File: src/tgadec_pkg.sv
// Shared types and constants for the TGA image stream decoder.
package tgadec_pkg;

	// result kinds carried on the master-side tuser
	localparam logic [1:0] KIND_HEADER = 2'd0;
	localparam logic [1:0] KIND_PIXEL  = 2'd1;
	localparam logic [1:0] KIND_ERROR  = 2'd2;

	// packed widths of the stream words
	localparam int unsigned IN_DATA_W  = 8;
	localparam int unsigned OUT_DATA_W = 80;

	// one decoded result word
	typedef struct packed {
		logic [1:0]  kind;
		logic [15:0] width;
		logic [15:0] height;
		logic [2:0]  channels;
		logic [7:0]  red;
		logic [7:0]  green;
		logic [7:0]  blue;
		logic [7:0]  alpha;
		logic [7:0]  repeat_res;
		logic        last;
	} result_t;

endpackage

File: src/tgadec_parser.sv
// Header parse, skip, raw and RLE packet decode for one file byte per accept.
module tgadec_parser (
	input  logic                clk,
	input  logic                arst_n,
	input  logic                accept,
	input  logic [7:0]          file_byte,
	input  logic                first,
	output logic                res_valid,
	output tgadec_pkg::result_t res
);
	import tgadec_pkg::*;

	// parse phases
	localparam logic [2:0] PH_HEADER = 3'd0;
	localparam logic [2:0] PH_SKIP   = 3'd1;
	localparam logic [2:0] PH_RAW    = 3'd2;
	localparam logic [2:0] PH_PKT    = 3'd3;
	localparam logic [2:0] PH_PIX    = 3'd4;
	localparam logic [2:0] PH_DONE   = 3'd5;
	localparam logic [2:0] PH_ERR    = 3'd6;

	localparam logic [4:0] HDR_ID_LEN = 5'd0;
	localparam logic [4:0] HDR_TYPE   = 5'd2;
	localparam logic [4:0] HDR_W_LO   = 5'd12;
	localparam logic [4:0] HDR_W_HI   = 5'd13;
	localparam logic [4:0] HDR_H_LO   = 5'd14;
	localparam logic [4:0] HDR_H_HI   = 5'd15;
	localparam logic [4:0] HDR_DEPTH  = 5'd16;

	localparam logic [7:0] TYPE_RLE = 8'd10;
	localparam logic [7:0] DEPTH_16 = 8'd16;
	localparam logic [7:0] DEPTH_24 = 8'd24;
	localparam logic [7:0] DEPTH_32 = 8'd32;

	logic [2:0]  phase_q;
	logic [4:0]  hidx_q;
	logic [7:0]  id_len_q;
	logic [7:0]  type_q;
	logic [15:0] width_q;
	logic [15:0] height_q;
	logic [7:0]  depth_q;
	logic [8:0]  skip_q;
	logic [31:0] pix_left_q;
	logic [7:0]  pkt_left_q;
	logic        is_run_q;
	logic [31:0] col_q;
	logic [1:0]  cidx_q;

	// state as seen by this byte (a first byte restarts from reset)
	logic [2:0]  ph;
	logic [4:0]  hidx;
	logic [7:0]  id_len;
	logic [7:0]  img_type;
	logic [15:0] w;
	logic [15:0] h;
	logic [7:0]  depth;
	logic [8:0]  skip;
	logic [31:0] pix_left;
	logic [7:0]  pkt_left;
	logic        is_run;
	logic [1:0]  cidx;

	logic [2:0]  ph_n;
	logic [4:0]  hidx_n;
	logic [7:0]  id_len_n;
	logic [7:0]  type_n;
	logic [15:0] w_n;
	logic [15:0] h_n;
	logic [7:0]  depth_n;
	logic [8:0]  skip_n;
	logic [31:0] pix_left_n;
	logic [7:0]  pkt_left_n;
	logic        is_run_n;
	logic [31:0] col_n;
	logic [1:0]  cidx_n;

	logic        rle;
	logic        depth_ok;
	logic        img_empty;
	logic [2:0]  bpp;
	logic [31:0] col_w;
	logic        pix_done;
	logic [8:0]  pkt_count;
	logic [31:0] pix_after;
	logic [7:0]  pix_rep;
	logic [7:0]  pr, pg, pb, pa;
	logic [2:0]  pch;

	// restart mux
	always_comb begin
		if (first) begin
			ph       = PH_HEADER;
			hidx     = '0;
			id_len   = '0;
			img_type = '0;
			w        = '0;
			h        = '0;
			depth    = '0;
			skip     = '0;
			pix_left = '0;
			pkt_left = '0;
			is_run   = 1'b0;
			cidx     = '0;
		end else begin
			ph       = phase_q;
			hidx     = hidx_q;
			id_len   = id_len_q;
			img_type = type_q;
			w        = width_q;
			h        = height_q;
			depth    = depth_q;
			skip     = skip_q;
			pix_left = pix_left_q;
			pkt_left = pkt_left_q;
			is_run   = is_run_q;
			cidx     = cidx_q;
		end
	end

	// byte gathering and pixel formatting
	always_comb begin
		rle = (img_type == TYPE_RLE);
		if (depth == DEPTH_32) begin
			bpp = 3'd4;
		end else if (depth == DEPTH_24) begin
			bpp = 3'd3;
		end else begin
			bpp = 3'd2;
		end
		col_w = col_q;
		col_w[{cidx, 3'b000} +: 8] = file_byte;
		pix_done = ({1'b0, cidx} + 3'd1) >= bpp;
		if (depth == DEPTH_16) begin
			pr  = {col_w[14:10], 3'b000};
			pg  = {col_w[9:5], 3'b000};
			pb  = {col_w[4:0], 3'b000};
			pa  = 8'd0;
			pch = 3'd3;
		end else if (depth == DEPTH_32) begin
			pr  = col_w[23:16];
			pg  = col_w[15:8];
			pb  = col_w[7:0];
			pa  = col_w[31:24];
			pch = 3'd4;
		end else begin
			pr  = col_w[23:16];
			pg  = col_w[15:8];
			pb  = col_w[7:0];
			pa  = 8'd0;
			pch = 3'd3;
		end
		// packet header: raw below 128, run otherwise; clamp to what is left
		if (file_byte[7]) begin
			pkt_count = {1'b0, file_byte} - 9'd127;
		end else begin
			pkt_count = {1'b0, file_byte} + 9'd1;
		end
		if (is_run) begin
			pix_after = pix_left - {24'd0, pkt_left};
			pix_rep   = pkt_left;
		end else begin
			pix_after = pix_left - 32'd1;
			pix_rep   = 8'd1;
		end
		depth_ok  = (file_byte == DEPTH_24) || (file_byte == DEPTH_32) ||
			(!rle && (file_byte == DEPTH_16));
		img_empty = (w == 16'd0) || (h == 16'd0);
	end

	// next state and result
	always_comb begin
		ph_n       = ph;
		hidx_n     = hidx;
		id_len_n   = id_len;
		type_n     = img_type;
		w_n        = w;
		h_n        = h;
		depth_n    = depth;
		skip_n     = skip;
		pix_left_n = pix_left;
		pkt_left_n = pkt_left;
		is_run_n   = is_run;
		col_n      = col_q;
		cidx_n     = cidx;
		res_valid  = 1'b0;
		res        = '0;
		res.width  = w;
		res.height = h;
		case (ph)
			PH_HEADER: begin
				case (hidx)
					HDR_ID_LEN: id_len_n = file_byte;
					HDR_TYPE:   type_n = file_byte;
					HDR_W_LO:   w_n[7:0] = file_byte;
					HDR_W_HI:   w_n[15:8] = file_byte;
					HDR_H_LO:   h_n[7:0] = file_byte;
					HDR_H_HI:   h_n[15:8] = file_byte;
					default: ;
				endcase
				if (hidx < HDR_DEPTH) begin
					hidx_n = hidx + 5'd1;
				end else begin
					depth_n   = file_byte;
					cidx_n    = '0;
					res_valid = 1'b1;
					if (!depth_ok) begin
						ph_n     = PH_ERR;
						res.kind = KIND_ERROR;
					end else begin
						pix_left_n   = {16'd0, w} * {16'd0, h};
						skip_n       = {1'b0, id_len} + 9'd1;
						ph_n         = img_empty ? PH_DONE : PH_SKIP;
						res.kind     = KIND_HEADER;
						res.channels = (file_byte == DEPTH_32) ? 3'd4 : 3'd3;
						res.last     = img_empty;
					end
				end
			end
			PH_SKIP: begin
				skip_n = skip - 9'd1;
				if (skip == 9'd1) begin
					ph_n = rle ? PH_PKT : PH_RAW;
				end
			end
			PH_RAW, PH_PIX: begin
				col_n = col_w;
				if (!pix_done) begin
					cidx_n = cidx + 2'd1;
				end else begin
					cidx_n         = '0;
					res_valid      = 1'b1;
					res.kind       = KIND_PIXEL;
					res.channels   = pch;
					res.red        = pr;
					res.green      = pg;
					res.blue       = pb;
					res.alpha      = pa;
					res.last       = (pix_after == 32'd0);
					if (ph == PH_RAW) begin
						pix_left_n     = pix_left - 32'd1;
						res.repeat_res = 8'd1;
						res.last       = (pix_left == 32'd1);
						if (pix_left == 32'd1) begin
							ph_n = PH_DONE;
						end
					end else begin
						pix_left_n     = pix_after;
						res.repeat_res = pix_rep;
						pkt_left_n     = is_run ? 8'd0 : pkt_left - 8'd1;
						if (pix_after == 32'd0) begin
							ph_n = PH_DONE;
						end else if (is_run || pkt_left == 8'd1) begin
							ph_n = PH_PKT;
						end
					end
				end
			end
			PH_PKT: begin
				is_run_n = file_byte[7];
				if ({23'd0, pkt_count} > pix_left) begin
					pkt_left_n = pix_left[7:0];
				end else begin
					pkt_left_n = pkt_count[7:0];
				end
				ph_n = PH_PIX;
			end
			default: ;
		endcase
	end

	// parse state registers
	always_ff @(posedge clk or negedge arst_n) begin
		if (!arst_n) begin
			phase_q    <= PH_HEADER;
			hidx_q     <= '0;
			id_len_q   <= '0;
			type_q     <= '0;
			width_q    <= '0;
			height_q   <= '0;
			depth_q    <= '0;
			skip_q     <= '0;
			pix_left_q <= '0;
			pkt_left_q <= '0;
			is_run_q   <= 1'b0;
			cidx_q     <= '0;
		end else if (accept) begin
			phase_q    <= ph_n;
			hidx_q     <= hidx_n;
			id_len_q   <= id_len_n;
			type_q     <= type_n;
			width_q    <= w_n;
			height_q   <= h_n;
			depth_q    <= depth_n;
			skip_q     <= skip_n;
			pix_left_q <= pix_left_n;
			pkt_left_q <= pkt_left_n;
			is_run_q   <= is_run_n;
			cidx_q     <= cidx_n;
		end
	end

	// colour byte lanes, always fully rewritten before they are read
	always_ff @(posedge clk) begin
		if (accept) begin
			col_q <= col_n;
		end
	end

endmodule

File: src/tga_image_stream_decoder.sv
// Top level of the TGA image stream decoder: parser and result register.
//
//  channel   dir  tdata                                   tuser       tlast
//  s_axis    in   file_byte[7:0]                          first[0]    -
//  m_axis    out  width,height,channels,r,g,b,a,repeat    kind[1:0]   last
//
// One file byte is taken every cycle; each byte produces at most one result.
// A result appears at m_axis in the cycle after its byte is accepted.
// The single result register sets the figure: a byte is taken whenever the
// register is empty or is being read out in the same cycle.
// arst_n clears the parse state to the start of a header.
module tga_image_stream_decoder (
	input  logic                                 clk,
	input  logic                                 arst_n,
	input  logic                                 s_tvalid,
	output logic                                 s_tready,
	input  logic [tgadec_pkg::IN_DATA_W-1:0]     s_tdata,  // [7:0] file_byte
	input  logic                                 s_tuser,  // [0] first
	output logic                                 m_tvalid,
	input  logic                                 m_tready,
	// [15:0] width, [31:16] height, [34:32] channels, [42:35] red,
	// [50:43] green, [58:51] blue, [66:59] alpha, [74:67] repeat_res, rest zero
	output logic [tgadec_pkg::OUT_DATA_W-1:0]    m_tdata,
	output logic [1:0]                           m_tuser,  // [1:0] kind
	output logic                                 m_tlast   // last
);
	import tgadec_pkg::*;

	logic    accept;
	logic    res_valid;
	result_t res;
	result_t out_q;
	logic    out_valid_q;

	assign s_tready = !out_valid_q || m_tready;
	assign accept   = s_tvalid && s_tready;

	tgadec_parser u_parser (
		.clk       (clk),
		.arst_n    (arst_n),
		.accept    (accept),
		.file_byte (s_tdata),
		.first     (s_tuser),
		.res_valid (res_valid),
		.res       (res)
	);

	// result register valid
	always_ff @(posedge clk or negedge arst_n) begin
		if (!arst_n) begin
			out_valid_q <= 1'b0;
		end else if (accept && res_valid) begin
			out_valid_q <= 1'b1;
		end else if (m_tready) begin
			out_valid_q <= 1'b0;
		end
	end

	// result register payload
	always_ff @(posedge clk) begin
		if (accept && res_valid) begin
			out_q <= res;
		end
	end

	// output packing
	assign m_tvalid = out_valid_q;
	assign m_tuser  = out_q.kind;
	assign m_tlast  = out_q.last;
	assign m_tdata  = {5'd0, out_q.repeat_res, out_q.alpha, out_q.blue, out_q.green,
		out_q.red, out_q.channels, out_q.height, out_q.width};

	// an error word never completes an image
	assert property (@(posedge clk) disable iff (!arst_n)
		m_tvalid && (m_tuser == KIND_ERROR) |-> !m_tlast)
		else $error("error word flagged as last");

	// every pixel word covers at least one pixel
	assert property (@(posedge clk) disable iff (!arst_n)
		m_tvalid && (m_tuser == KIND_PIXEL) |-> (m_tdata[74:67] != 8'd0))
		else $error("pixel word with zero repeat");

	// header and pixel words carry three or four channels
	assert property (@(posedge clk) disable iff (!arst_n)
		m_tvalid && (m_tuser != KIND_ERROR) |->
		(m_tdata[34:32] == 3'd3) || (m_tdata[34:32] == 3'd4))
		else $error("bad channel count");

	// a byte is only taken when the result register has room
	assert property (@(posedge clk) disable iff (!arst_n)
		accept |-> !out_valid_q || m_tready)
		else $error("byte accepted with result register full");

endmodule
File: config.mk
export PLATFORM = sky130hd
export DESIGN_NAME = tga_image_stream_decoder
export DESIGN_NICKNAME = d
export VERILOG_FILES = /design/src/tgadec_pkg.sv /design/src/tgadec_parser.sv /design/src/tga_image_stream_decoder.sv
export SDC_FILE = /design/constraint.sdc
export NUM_CORES = 1
export LEC_CHECK = 0
export ABC_AREA = 1
export BUFFER_PORTS_ARGS = -buffer_cell sky130_fd_sc_hd__buf_4
export CAP_MARGIN = 20
export CORE_MARGIN = 1
export CORE_UTILIZATION = 55
export CTS_CLUSTER_DIAMETER = 60
export DETAILED_ROUTE_END_ITERATION = 8
export PLACE_DENSITY = 0.74
export SYNTH_ARGS = -nofsm -noshare
export SYNTH_HDL_FRONTEND = slang
export SYNTH_HIERARCHICAL = 1
export SYNTH_SLANG_ARGS = --single-unit
export TNS_END_PERCENT = 5
File: constraint.sdc
create_clock -name clk -period 5.48 [get_ports clk]
set_clock_uncertainty 0.05 [all_clocks]
set_input_delay 1.096 -clock clk [delete_from_list [all_inputs] [get_ports clk]]
set_output_delay 1.096 -clock clk [all_outputs]
set_load 0.01 [all_outputs]
Yosys cells after proc, flatten, opt, wreduce, memory -nomap -nowiden

Cells that the tools add are included.

Bits in registers: 227
Bits in latches: 0
Bits in writable memories: 0
Memory bits (read-only): 0
Output and inout port bits: 85
Logic and storage cells: 176
Memories kept: 0

Add/subtract/negate cells: 11
Multiply operators: 1
Div/mod/pow operators: 0
Magnitude comparators: 3
Equal/unequal tests: 19
Shift operators: 2
Muxes and demuxes: 86
Bitwise gates (word level): 4
Reductions and logical operators: 22

Operators by type and width:

| cell                                                  | number |
|---|---|
| two-way mux 8 bit                                     | 25 |
| two-way mux 32 bit                                    | 6 |
| two-way mux 16 bit                                    | 4 |
| one-hot mux 32 bit (2 select lines)                   | 1 |
| two-way mux 3 bit                                     | 16 |
| two-way mux 44 bit                                    | 1 |
| two-way mux 9 bit                                     | 4 |
| bitwise mux 32 bit                                    | 1 |
| == test 32 x 1 -> 1 bit (second input constant)       | 1 |
| == test 8 x 5 -> 1 bit (second input constant)        | 4 |
| greater-than comparator 9 x 32 -> 1 bit               | 1 |
| logical NOT 16 bit                                    | 2 |
| logical NOT 32 bit                                    | 1 |
| multiplier 16 x 16 -> 32 bit                          | 1 |
| variable shift 8 x 7 -> 32 bit (first input constant) | 1 |
| variable part select 8 x 7 -> 32 bit                  | 1 |
| subtractor 32 x 1 -> 32 bit (second input constant)   | 1 |
| subtractor 32 x 8 -> 32 bit                           | 1 |
| == test 5 x 4 -> 1 bit (second input constant)        | 4 |
| adder 8 x 1 -> 9 bit (second input constant)          | 2 |
| one-hot mux 9 bit (2 select lines)                    | 1 |
| == test 8 x 6 -> 1 bit (second input constant)        | 2 |
| one-hot mux 8 bit (2 select lines)                    | 1 |
| two-way mux 5 bit                                     | 3 |
| other kinds (33)                                      | 63 |

Depth between registers and ports, before layout

Depth in word-level cells: 9
Gate-level depth with buffers: 37
Mapped depth without buffers: 32

By module

Netlist, hierarchy kept.

By module, submodules not included:

| module                   | times used | cells each | area each (um^2) |
|---|---|---|---|
| tgadec_parser            | 1          | 3040       | 21192.8 |
| tga_image_stream_decoder | 1          | 93         | 2447.3 |

Worst setup path after synthesis

Ideal clock, no wire load.

Kind: input to register
From: input port s_tuser
To: register u_parser.pix_left_q[28]
Library setup time: 117 ps
Arrival: 7167 ps
Slack: -1854 ps
Cell stages on the path: 33
Buffers on the path: 6
Cells stage by stage: buf_6 -> inv_4 -> buf_8 -> buf_12 -> buf_6 -> buf_2 -> nand2_1 -> inv_1 -> clkbuf_1 -> nand2_1 -> fa_1 -> fa_1 -> fa_1 -> fa_1 -> inv_1 -> fa_1 -> inv_1 -> fa_1 -> inv_1 -> ha_1 -> a21oi_1 -> inv_1 -> o21ai_0 -> o211ai_1 -> nand2_1 -> nand3_1 -> a21boi_0 -> o21a_1 -> nand2_1 -> nand2_1 -> nor2_1 -> nor2_1 -> nor2_1

RTL lines:

| what                 | RTL line                       | text |
|---|---|---|
| from (decl)          | tga_image_stream_decoder.sv:18 | `input logic s_tuser,` |
| to (signal assigned) | tgadec_parser.sv:295           | `pix_left_q <= pix_left_n;` |
| to (decl)            | tgadec_parser.sv:43            | `logic [31:0] pix_left_q;` |

==> results.md <==
| Step | Parameter | This run |
|:---|:---|:---|
| sta | Hold WS | 0.4510 ns |
| global route | First-pass GRT wire length | 136000 um |
| worst setup path | Worst path required time | 5.89 ns |
| sta | Worst Max-Slew Pin Slew | 1.037 ns |
| worst setup path | Cell at the slowest stage of the critical path | fa_1 |
| routing | Number of iterations in the first detailed-routing pass | 6 |
| cts | Clock-pin slew on the worst setup and hold paths | 0.06 ns |
| sta | Final-report max-slew violation count | 0 |
| die | Core area | 42130 um^2 |
| sta | Post-route setup slack | -0.8125 ns |
| sta | Final clock period utilization by the worst path | 1.148 |
| routing | Total via count in the routed design | 23930 |
| global route | Maximum number of pins on one net before global-route repair | 61 |
| power | Leakage power summed over all cells | 14.31 nW |
| worst setup path | Worst setup SP type | input port |
| layout | Utilization after layout | 0.6923 |
| layout | Non-Filler Instances | 4047 |
| routing | Vias/cell | 5.913 |
| sta | Worst-case headroom to the max-slew limit | 0.3083 |
| sta | Setup Viol. Count Final | 24 |
| power | Areal power density over the cells | 279.5 nW/um^2 |
| global route | Number of antenna violations at the first check in global routing | 0 |
| power | Maximum VDD drop | 0.2392 mV |
| die | Std cell rows | 75 |
| die | Chip Height | 209.3 um |
| placed design | Number of I/O port buffers | 92 |
| die | Die span in x | 209.3 um |
| routing | Count of nets left with antenna violations after detail routing | 0 |
| worst hold path | Cell depth of the worst min-delay path | 1 |
| worst setup path | Crit path arrival time | 6.70 ns |
| die | Count of pins on the block boundary | 98 |
| placed design | Dpl ws | -1.573 ns |
| layout | ANT cells | 0 |
| global route | Remaining global-route overflow | 0 |
| worst hold path | Hold path startpoint | u_parser/depth_q[3] |
| run status | Failing checks | setup timing |
| logic synthesis | Post-synthesis cell count | 3133 |
| worst hold path | Worst hold path type | reg2reg |
| logic synthesis | Synth async-reset ratio | 0.5154 |
| logic synthesis | Syn. warnings | 6 |
| cts | CTS tree | done |
| logic synthesis | Synthesized area per cell | 7.546 um^2 |
| flow run | Max-cap viol count | 0 |
| cts | Latest clock arrival within the worst-skew pair | 0.56 ns |
| logic synthesis | Syn Std Cell Area | 23640 um^2 |
| power | Pwr Total | 8.152 mW |
| die | Initial core utilization | 0.5611 |
| sta | Final hold vios | 0 |
| routing | Number of DRC markers after the initial detailed-route iteration | 2667 |
| run status | Result of the run | finished, violations left |
| layout | Final non-filler cell area | 29170 um^2 |
| die | Die footprint | 43810 um^2 |
| routing | Routed wire length per instance | 21.97 um |
| worst setup path | Register-to-register setup slack | -0.50 ns |
| sta | F_max | 158.9 MHz |
| cts | Clock buffers created by TritonCTS | 34 |
| routing | Remaining design rule violation count | 0 |
| worst setup path | Max Fanout on Critical Path | 5 |
| global route | Via count of the first global-routing pass | 24030 |
| worst setup path | Max incr delay on CP | 0.56 ns |
| cts | CTS H-tree lvls | 2 |
| worst setup path | Worst Reg2Reg Path Length in Cells | 24 |
| worst setup path | R2R Path End | u_parser/pix_left_q[20] |
| worst setup path | Critical path class | in2reg |
| logic synthesis | Fraction of the yosys area taken by sequential cells | 0.2636 |
| logic synthesis | Number of different library cells in the post-synthesis netlist | 64 |
| layout | Fraction of final layout cells with drive strength greater than 1 | 0.2115 |
| placed design | Half-perimeter wire length after detailed placement | 68880 um |
| sta | Setup repair after global routing missed its margin | yes |
| worst setup path | R2R Path Start | u_parser/height_q[4] |
| routing | Detailed-route wire length | 88930 um |
| cts | Number of sinks driven by the clock tree | 227 |
| worst setup path | Element type at the critical path end | flop |
| cts | Worst-case clock buffer depth | 3 |
| logic synthesis | Post-synth EDFFs | 110 |
| logic synthesis | Number of synthesized register bits | 227 |
| layout | Number of nets in the layout | 3832 |
| logic synthesis | Main flop type after synthesis | dfrtp_1 |
| placed design | Inst Count DP | 3960 |
| sta | Fin crit period | 6.292 ns |
| worst setup path | Dominant cell type by count on the critical path | fa_1 |
| cts | Buffer type at the clock tree root | clkbuf_16 |
| placed design | RD Place Congestion | 1.028 |
| placed design | DP Area | 27200 um^2 |
| layout | Area growth from synthesis to layout | 23.38% |
| sta | Setup Total Neg Slack | -14.36 ns |
| worst hold path | Endpoint of the worst hold-timing path | u_parser/depth_q[3] |
| global route | All-layer global routing usage | 0.4097 |
-- Yosys cell counts (11+ instances only) --
library cell	number	area [um^2]
o22ai_1	26	162.7
nor3_1	20	100.1
xnor2_1	13	113.9
edfxtp_1	110	3303
o211ai_1	27	202.7
o21a_1	11	82.58
ha_1	142	1777
nand3_1	181	905.9
nand4_1	35	219.0
nor2_1	368	1381
fa_1	195	3904
dfrtp_1	117	2928
o21ai_1	19	95.09
nor4_1	13	81.33
nand2_1	601	2256
buf_2	15	75.07
a31oi_1	18	112.6
inv_1	562	2110
or2_2	11	68.82
a21oi_1	164	820.8
nor2_4	12	135.1
o21ai_0	191	955.9
clkbuf_1	74	277.8
xor2_1	26	227.7
nand2_2	23	143.9
nor2_2	21	131.4
-- logic make-up after synthesis --
logic type                 after synthesis  share of synthesized area
adders and majority gates              337                     0.2403
and+or+nand+nor                       1300                     0.2361
other                                    1                  0.0001586
buffers and inverters                  696                     0.1153
xor gates and xnor gates                39                    0.01445
AOI/OAI and AO/OA                      533                     0.1301
DFF                                    227                     0.2636
-- repair_timing --
| item | in CTS | in global routing |
|---|---|---|
| setup buffers | 22 | 2 |
| pin swaps | 46 | 37 |
| setup endpoints to repair | 25 | 24 |
| hold buffers | 0 | 0 |
| resized for setup | 136 | 53 |
| cloned | 2 | 0 |
-- cell usage in the layout, fill, tap and decap left out, types with 9 or more instances in the layout --
cell type | netlist | routed
ha_1 | 142 | 124
ha_4 | 0 | 17
nand3_2 | 1 | 12
a21oi_1 | 164 | 148
nand2_1 | 601 | 574
a21oi_2 | 0 | 15
nor2_4 | 12 | 22
o32ai_1 | 10 | 9
fa_1 | 195 | 181
nand2_2 | 23 | 40
edfxtp_1 | 110 | 110
inv_2 | 10 | 40
o22ai_1 | 26 | 26
nor2_2 | 21 | 37
clkbuf_16 | 0 | 34
a41oi_1 | 9 | 9
nor2_1 | 368 | 342
nor3_1 | 20 | 19
fa_2 | 0 | 14
or2_2 | 11 | 11
o21a_1 | 11 | 11
o21ai_0 | 191 | 173
o21ai_1 | 19 | 31
a31oi_1 | 18 | 17
o31ai_1 | 9 | 9
buf_12 | 1 | 13
nand2_4 | 8 | 17
xor2_1 | 26 | 26
xnor2_1 | 13 | 11
nand4_1 | 35 | 35
nand3_1 | 181 | 170
buf_4 | 7 | 397
o211ai_1 | 27 | 27
inv_1 | 562 | 524
dfrtp_1 | 117 | 117
o21ai_2 | 4 | 10
-- cell type report --
class / count / area [um^2]
multi-input combinational: 2214 / 15450
timing repair buffer: 421 / 3417
tap: 539 / 674.4
clock buffer: 45 / 932.1
inverter: 583 / 2235
timing repair inverter: 1 / 8.758
fill: 3451 / 12970
clock inverter: 17 / 224.0
sequential: 227 / 6231
-- state kept, by name, summed over array words and instances, names as in the netlist, 8 cells and up --
register / flops
m_tdata: 75
u_parser/col_q: 32
u_parser/depth_q: 8
u_parser/height_q: 16
u_parser/id_len_q: 8
u_parser/pix_left_q: 32
u_parser/pkt_left_q: 8
u_parser/skip_q: 9
u_parser/type_q: 8
u_parser/width_q: 16
-- power by group --
| part | total (mW) | switching, mW | internal, mW |
|---|---|---|---|
| sequential | 2.26 | 0.190 | 2.07 |
| clock | 2.25 | 0.894 | 1.36 |
| combinational | 3.64 | 2.41 | 1.24 |
| total | 8.15 | 3.49 | 4.66 |
-- critical path, delay by kind of cell --
family / cells / cell delay, ns
buffers and inverters: 10 / 1.03
AO/OA/AOI/OAI: 5 / 0.72
AND/OR/NAND/NOR: 6 / 0.46
adder cells (fa/ha/maj): 7 / 3.37
-- worst max path at each step --
stage	start	endpoint	slack [ns]	cells past startpoint
after CTS	s_tuser	u_parser/pix_left_q[21]	-0.77	32
after global routing	s_tuser	u_parser/pix_left_q[26]	-1.01	28
final	s_tuser	u_parser/pix_left_q[20]	-0.81	28
after detailed placement	s_tuser	u_parser/pix_left_q[14]	-1.57	27
after global placement	s_tuser	u_parser/pix_left_q[21]	-1.59	32
after floorplan	s_tuser	u_parser/pix_left_q[21]	-1.36	36
-- routing by layer --
metal / track usage / vias to the layer above / wire [um]
li1: - / 10760 / -
met1: 0.5117 / 11470 / 33480
met2: 0.6624 / 1381 / 41070
met3: 0.07362 / 321 / 8242
met4: 0.2530 / 0 / 6141
met5: 0 / - / 0
Note: power is estimated with default switching activity, not from simulation.
